===== src/rtl/swept_flanger_delay_core_macros.svh =====
// ----------------------------------------------------------------------------
// Swept flanger delay core assertion macros
// Shared concurrent assertion forms, clocked on clock, disabled in reset.
// ----------------------------------------------------------------------------
`ifndef SWEPT_FLANGER_DELAY_CORE_MACROS_SVH
`define SWEPT_FLANGER_DELAY_CORE_MACROS_SVH

// Same-cycle implication
`define SFD_ASSERT_SAME(label, pre, post, msg) \
   label: assert property (@(posedge clock) disable iff (reset) (pre) |-> (post)) \
      else $error(msg);

// Next-cycle implication
`define SFD_ASSERT_NEXT(label, pre, post, msg) \
   label: assert property (@(posedge clock) disable iff (reset) (pre) |=> (post)) \
      else $error(msg);

`endif


===== src/rtl/sfd_pkg.sv =====
// ----------------------------------------------------------------------------
// Swept flanger delay package
// Shared constants, register map and configuration type.
// ----------------------------------------------------------------------------
package sfd_pkg;

   // Delay line
   localparam int LINE_DEPTH  = 2048;
   localparam int LINE_ADDR_W = $clog2(LINE_DEPTH);

   // Sample and field widths
   localparam int SAMPLE_BITS = 16;
   localparam int OFFSET_BITS = 17;
   localparam int MS_BITS     = 16;
   localparam int SPM_BITS    = 15;
   localparam int GAIN_BITS   = 16;
   localparam int STEP_BITS   = 32;
   localparam int COUNT_BITS  = 32;
   localparam int REQ_DATA_W  = ((SAMPLE_BITS + OFFSET_BITS + 7) / 8) * 8;
   localparam int RSP_DATA_W  = ((SAMPLE_BITS + 7) / 8) * 8;

   // Fixed point
   localparam int MAX_MS_Q11  = 49152;
   localparam int FRAC_BITS   = 19;
   localparam int SWEEP_SHIFT = 21;
   localparam int GAIN_FRAC   = 15;

   // Shared multiplier: signed A by signed B
   localparam int INTERP_W = SAMPLE_BITS + FRAC_BITS + 2;
   localparam int MUL_A_W  = (INTERP_W > STEP_BITS + 1) ? INTERP_W : STEP_BITS + 1;
   localparam int MUL_B_W  = (SAMPLE_BITS + 1 > GAIN_BITS + 1) ? SAMPLE_BITS + 1
                                                                : GAIN_BITS + 1;
   localparam int PROD_W   = MUL_A_W + MUL_B_W;
   localparam int WET_W    = PROD_W - FRAC_BITS - GAIN_FRAC;
   localparam int ACC_W    = 64;

   // Register map
   localparam int CSR_ADDR_W = 4;
   localparam int CSR_DATA_W = 32;
   localparam logic [1:0] REG_START_OFFSET = 2'd0;
   localparam logic [1:0] REG_SWEEP_STEP   = 2'd1;
   localparam logic [1:0] REG_DEPTH_GAIN   = 2'd2;
   localparam logic [1:0] REG_SAMPLES_MS   = 2'd3;

   localparam logic [GAIN_BITS-1:0] DEPTH_GAIN_RESET = 16'd32768;
   localparam logic [SPM_BITS-1:0]  SPM_RESET        = 15'd12288;

   typedef struct packed {
      logic [MS_BITS-1:0]   sweep_start_ms;
      logic [STEP_BITS-1:0] sweep_step;
      logic [GAIN_BITS-1:0] depth_gain;
      logic [SPM_BITS-1:0]  samples_per_ms;
   } cfg_type;

endpackage


===== src/rtl/sfd_csr.sv =====
// ----------------------------------------------------------------------------
// Swept flanger delay register block
// Four configuration registers behind a zero-wait-state APB-style port.
// ----------------------------------------------------------------------------
module sfd_csr
   import sfd_pkg::*;
(
   input  logic                  clock,
   input  logic                  reset,
   input  logic                  csr_psel,
   input  logic                  csr_penable,
   input  logic                  csr_pwrite,
   input  logic [CSR_ADDR_W-1:0] csr_paddr,
   input  logic [CSR_DATA_W-1:0] csr_pwdata,
   output logic [CSR_DATA_W-1:0] csr_prdata,
   output logic                  csr_pready,
   output cfg_type               cfg
);

   cfg_type    cfg_ff;
   cfg_type    cfg_in;
   logic [1:0] reg_index;
   logic       wr_fire;

   assign reg_index  = csr_paddr[3:2];
   assign csr_pready = 1'b1;
   assign wr_fire    = csr_psel & csr_penable & csr_pwrite & csr_pready;

   always_comb begin
      cfg_in = cfg_ff;
      if (wr_fire) begin
         case (reg_index)
            REG_START_OFFSET: cfg_in.sweep_start_ms = csr_pwdata[MS_BITS-1:0];
            REG_SWEEP_STEP:   cfg_in.sweep_step     = csr_pwdata[STEP_BITS-1:0];
            REG_DEPTH_GAIN:   cfg_in.depth_gain     = csr_pwdata[GAIN_BITS-1:0];
            REG_SAMPLES_MS:   cfg_in.samples_per_ms = csr_pwdata[SPM_BITS-1:0];
            default:          cfg_in = cfg_ff;
         endcase
      end
   end

   always_ff @(posedge clock) begin
      if (reset) begin
         cfg_ff.sweep_start_ms <= '0;
         cfg_ff.sweep_step     <= '0;
         cfg_ff.depth_gain     <= DEPTH_GAIN_RESET;
         cfg_ff.samples_per_ms <= SPM_RESET;
      end else begin
         cfg_ff <= cfg_in;
      end
   end

   always_comb begin
      case (reg_index)
         REG_START_OFFSET: csr_prdata = CSR_DATA_W'(cfg_ff.sweep_start_ms);
         REG_SWEEP_STEP:   csr_prdata = CSR_DATA_W'(cfg_ff.sweep_step);
         REG_DEPTH_GAIN:   csr_prdata = CSR_DATA_W'(cfg_ff.depth_gain);
         REG_SAMPLES_MS:   csr_prdata = CSR_DATA_W'(cfg_ff.samples_per_ms);
         default:          csr_prdata = '0;
      endcase
   end

   assign cfg = cfg_ff;

endmodule

===== config.mk =====
export PLATFORM = sky130hd
export DESIGN_NAME = sfd_csr
export DESIGN_NICKNAME = d
export VERILOG_FILES = /design/src/rtl/swept_flanger_delay_core_macros.svh /design/src/rtl/sfd_pkg.sv /design/src/rtl/sfd_csr.sv
export SDC_FILE = /design/constraint.sdc
export NUM_CORES = 1
export LEC_CHECK = 0
export BUFFER_PORTS_ARGS = -buffer_cell sky130_fd_sc_hd__buf_2
export CELL_PAD_IN_SITES_DETAIL_PLACEMENT = 1
export CELL_PAD_IN_SITES_GLOBAL_PLACEMENT = 2
export CORE_MARGIN = 1.5
export CORE_UTILIZATION = 31
export DETAILED_ROUTE_END_ITERATION = 8
export PLACE_DENSITY = 0.82
export SETUP_SLACK_MARGIN = 0.02
export SYNTH_ARGS = -nofsm -noshare
export SYNTH_HDL_FRONTEND = slang
export SYNTH_SLANG_ARGS = --single-unit

===== constraint.sdc =====
create_clock -name clock -period 2.8 [get_ports clock]
set_input_delay 0.7 -clock clock [delete_from_list [all_inputs] [get_ports clock]]
set_output_delay 0.7 -clock clock [all_outputs]
set_load 0.005 [all_outputs]

==> results of run 1 <==
==> layout by cell type (no fill, tap or decap), drive strengths merged <==
| cell type | n |
|---|---|
| a21bo | 16 |
| a21oi | 16 |
| and2 | 17 |
| and2b | 1 |
| and3 | 2 |
| buf | 157 |
| bufinv | 3 |
| clkbuf | 12 |
| conb | 1 |
| dfxtp | 79 |
| mux2i | 64 |
| mux4 | 15 |
| nand2 | 3 |
| nand2b | 76 |
| nand3 | 18 |
| nor2 | 6 |
| nor2b | 1 |
| nor3 | 1 |
| o21ai | 1 |
| or3 | 1 |
==> cells in the mapped netlist, drive strengths merged <==
master / count
a21bo: 16
a21oi: 16
and2: 17
and2b: 1
and3: 2
buf: 15
clkbuf: 16
conb: 1
dfxtp: 79
mux2i: 64
mux4: 15
nand2: 3
nand2b: 76
nand3: 18
nor2: 6
nor2b: 1
nor3: 1
o21ai: 1
or3: 1
==> through the flow <==
step	setup WS [ps]	power [mW]
after detailed placement	262	1.37
after floorplan	539	1.29
after CTS	264	2.73
after global placement	307	1.37
after global routing	204	2.80
final	271	2.69
==> worst max-delay path, stage by stage <==
cell and delay, ps:
buf_2 310, buf_4 320, mux4_2 350, buf_2 140
==> routing by layer <==
metal	track usage (%)	routed length, um
met5	0	0
met4	4.00	45
met3	3.91	583
met2	26.5	4780
met1	21.0	4760
==> layout make-up <==
| type | instances | area, um^2 | area share [%] |
|---|---|---|---|
| Clock buffer | 12 | 256 | 5.20 |
| Clock inverter | 3 | 90.1 | 1.83 |
| Multi-Input combinational cell | 239 | 1990 | 40.4 |
| Sequential cell | 79 | 1580 | 32.1 |
| Tap cell | 147 | 184 | 3.73 |
| Timing Repair Buffer | 157 | 831 | 16.8 |
==> power breakdown <==
group	leakage [nW]	internal, mW	switching [mW]	total [mW]
combinational	1.68	0.0945	0.0994	0.194
sequential	0.638	1.14	0.0115	1.15
clock	0.169	0.915	0.430	1.34
total	2.48	2.15	0.541	2.69
==> worst min path at each step <==
stage            start  endpoint  slack [ps]  cells after the start
2_1_floorplan  cfg[35]   cfg[35]         470                      2
3_3_place_gp   cfg[70]   cfg[70]         470                      2
3_5_place_dp   cfg[65]   cfg[65]         490                      2
4_1_cts        cfg[26]   cfg[26]         500                      2
5_1_grt        cfg[46]   cfg[46]         520                      2
6_report        cfg[3]    cfg[3]         490                      2
==> cell families (layout without fill, tap and decap cells) <==
group	after synthesis	after routing
AOI/OAI and AO/OA	33	33
buffers and inverters	31	172
DFF	79	79
and+or+nand+nor	126	126
other	1	1
muxes	79	79
==> reports/metrics.csv, run 1 <==
metric,value,unit
worstSetupStartpoint,csr_paddr[2],
yosysTopAreaCell,dfxtp_1,
dr.pass1.iters,4,
r2r_end,cfg[57],
die_w,113,um
coreArea,11900,um^2
dp.cells,622,
synth_top_area_share,42.1,%
placed_area,4590,um^2
io_buffers,149,
crit_end,csr_prdata[13],
start_kind,primary input,
vias_per_cell,4.74,
ys_warn_count,0,
synth_fa_ha_area_share,0,%
nets,527,
syn_area_per_cell,10.8,um^2
ys_seq_elements,79,
gp_congestion,0.696,
synth_fp_nets,390,
slew_headroom,42.2,%
crit_required,2100,ps
worstRegToRegCells,2,
fin_tns_setup,0,ps
reg2reg_slack,2010,ps
synth_mux_area_share,26.1,%
hold_viol,0,
max_freq,395,MHz
io_pins,153,
grt_max_degree,99,
groute.usage.overall,16.0,%
clk_pin_slew,60,ps
overflow,0,
p_leak,2.48,nW
synth_top_family_by_area,multiplexers,
critPathKind,primary input to output port,
cts_resized,0,
area_growth,31.5,%
num_rows,40,
cts_tree,done,
end_kind,output port,
cts_inserted_buffers,9,
rsz0062_at_grt,false,
tightest_slew,867,ps
synthSimpleGateAreaFrac,20.3,%
clockRootBuffer,clkbuf_16,
ys_top_cells_by_area,"dfxtp_1, mux2i_1, nand2b_1",
cts_hold_buf,0,
drc,0,
finalSetupViolCount,0,
seq_area_frac_synth,42.1,%
synth.cell_area,3750,um^2
final_cells,637,
fin_skew,0,ps
powerDensity,545,nW/um^2
drtAntennaViolNets,0,
grt_pass1_vias,3043,
post_cts_buffers,0,
vias,3020,
drt_iter0_drc,117,
die-area,12800,um^2
fin_crit,2530,ps
antenna_found_initial,0,
hold_path_class,register to register,
stdcell_area,4930,um^2
hpwl,7.23,mm
synth_xor_area_share,0,%
cts_max_path_buffers,2,
hold_slack,493,ps
grt_pass1_wl,16.0,mm
n_antenna_cell,0,
final_max_slew_viol_count,0,
routedWlPerCell,16.0,um
dieHeight,113,um
nFillCells,1379,
outcome,completed,
synth_compound_area_share,6.54,%
reg2reg_from,cfg[57],
cts_max_level,3,
drive_gt1_share,41.8,%
initial_core_util,31.5,%
path_max_fanout,13,
finalCritPeriodShare,90.3,%
yosysUniqueCellTypes,23,
crit_arrival,1830,ps
finalCoreUtilization,41.4,%
vdd_drop_max,291,uV
routed_wl,10.2,mm
clock_sinks,79,
clk_latency,320,ps
largest_register_ff_count,79,
synth_cells,349,
drv_cap,0,
Power figures use the tool's default switching activity.
==> run 2, diff against run 1 <==
--- a/config.mk
+++ b/config.mk
@@ -5,11 +5,11 @@
 export SDC_FILE = /design/constraint.sdc
 export NUM_CORES = 1
 export LEC_CHECK = 0
-export BUFFER_PORTS_ARGS = -buffer_cell sky130_fd_sc_hd__buf_2
+export BUFFER_PORTS_ARGS = -buffer_cell sky130_fd_sc_hd__buf_4
 export CELL_PAD_IN_SITES_DETAIL_PLACEMENT = 1
-export CELL_PAD_IN_SITES_GLOBAL_PLACEMENT = 2
+export CELL_PAD_IN_SITES_GLOBAL_PLACEMENT = 1
 export CORE_MARGIN = 1.5
-export CORE_UTILIZATION = 31
+export CORE_UTILIZATION = 39
 export DETAILED_ROUTE_END_ITERATION = 8
 export PLACE_DENSITY = 0.82
 export SETUP_SLACK_MARGIN = 0.02
==> reports/metrics.csv, run 2 (synthesized netlist as in run 1, its figures left out) <==
metric,value,unit
grt_pass1_vias,3306,
finalSetupViolCount,0,
io_buffers,149,
n_antenna_cell,0,
grt_max_degree,99,
p_leak,2.44,nW
finalPower,2.29,mW
cts_resized,0,
drive_gt1_share,41.6,%
routed_wl,10.8,mm
final_common_cell,buf_4,
gp_congestion,0.707,
crit_arrival,1810,ps
clockRootBuffer,clkbuf_8,
max_freq,398,MHz
groute.usage.overall,21.5,%
critPathKind,primary input to output port,
final_max_slew_viol_count,0,
hold_path_class,register to register,
clk_pin_slew,80,ps
grt_pass1_wl,17.2,mm
dp.cells,602,
end_kind,output port,
cts_hold_buf,0,
clock_sinks,79,
crit_top_cell,buf_4,
io_pins,153,
fin_skew,0,ps
routedWlPerCell,17.5,um
cts_max_level,3,
nets,525,
tightest_slew,893,ps
die-area,10200,um^2
fin_tns_setup,0,ps
clk_latency,330,ps
outcome,completed,
hpwl,7.64,mm
hold_viol,0,
slew_headroom,40.4,%
vdd_drop_max,260,uV
drt_iter0_drc,57,
vias_per_cell,4.96,
crit_chain,buf_4 > and2b_1 > buf_12 > and2_1 > buf_4,
initial_core_util,40.4,%
path_delay_family,buffers and inverters,
finalCritPeriodShare,89.6,%
coreArea,9280,um^2
die_w,101,um
dr.pass1.iters,4,
mostFrequentLayoutCells,"buf_4, dfxtp_1, nand2b_1",
overflow,0,
num_rows,35,
drc,0,
fin_crit,2510,ps
path_max_fanout,50,
drtAntennaViolNets,0,
antenna_found_initial,0,
area_growth,36.5,%
cts_tree,done,
slowest_stage,buf_4,
final_cells,617,
max_stage_delay,330,ps
post_cts_buffers,0,
start_kind,primary input,
cp_num_buf_inv,3,
largest_register_ff_count,79,
cts_max_path_buffers,2,
vias,3063,
crit_required,2100,ps
drv_cap,0,
rsz0062_at_grt,false,
cts_inserted_buffers,9,
dieHeight,101,um
powerDensity,447,nW/um^2
run 2: changes by cell type in the layout (fill, tap and decap cells not counted), sizes merged:
cell	delta
clkbuf	-1
buf	-2
bufinv	-1
clkinv	+2
run 2: power by group:
| part | switching [mW] | internal [mW] | total [mW] |
|---|---|---|---|
| Sequential | 0.0121 | 1.14 | 1.15 |
| Clock | 0.405 | 0.520 | 0.925 |
| Combinational | 0.101 | 0.116 | 0.217 |
run 2: routing by layer:
metal	wire, um	global-route usage (%)
met1	4690	27.1
met2	5480	38.1
met3	500	3.33
met4	101	5.77
met5	0	0
run 2: path summary, 6_finish.rpt:
kind | start | slack (ps) | cells after the start | end
min reg2reg | cfg[6] | 500 | 2 | cfg[6]
max | csr_paddr[3] | 290 | 5 | csr_prdata[21]
max reg2reg | cfg[59] | 2000 | 2 | cfg[59]
min | cfg[6] | 500 | 2 | cfg[6]
run 2: area by class of cell:
cell class / instances / area, um^2
Clock buffer: 11 / 141
Tap cell: 129 / 161
Clock inverter: 4 / 70.1
Timing Repair Buffer: 155 / 1180
Multi-Input combinational cell: 239 / 1990
Sequential cell: 79 / 1580
Fill cell: 1078 / 4160
run 2: through the flow:
step,hold slack [ps],util (%),instance area [um^2],worst slack [ps]
2_1_floorplan,475,-,3750,539
3_3_place_gp,478,52.9,4910,308
3_5_place_dp,489,52.9,4910,275
4_1_cts,503,55.2,5120,272
5_1_grt,525,55.2,5120,227
6_report,497,55.2,5120,290
run 2: worst min-delay path, cell delays in order, from the launching register on:
cell and delay (ps):
dfxtp_1 330, nand2b_1 60, mux2i_1 60
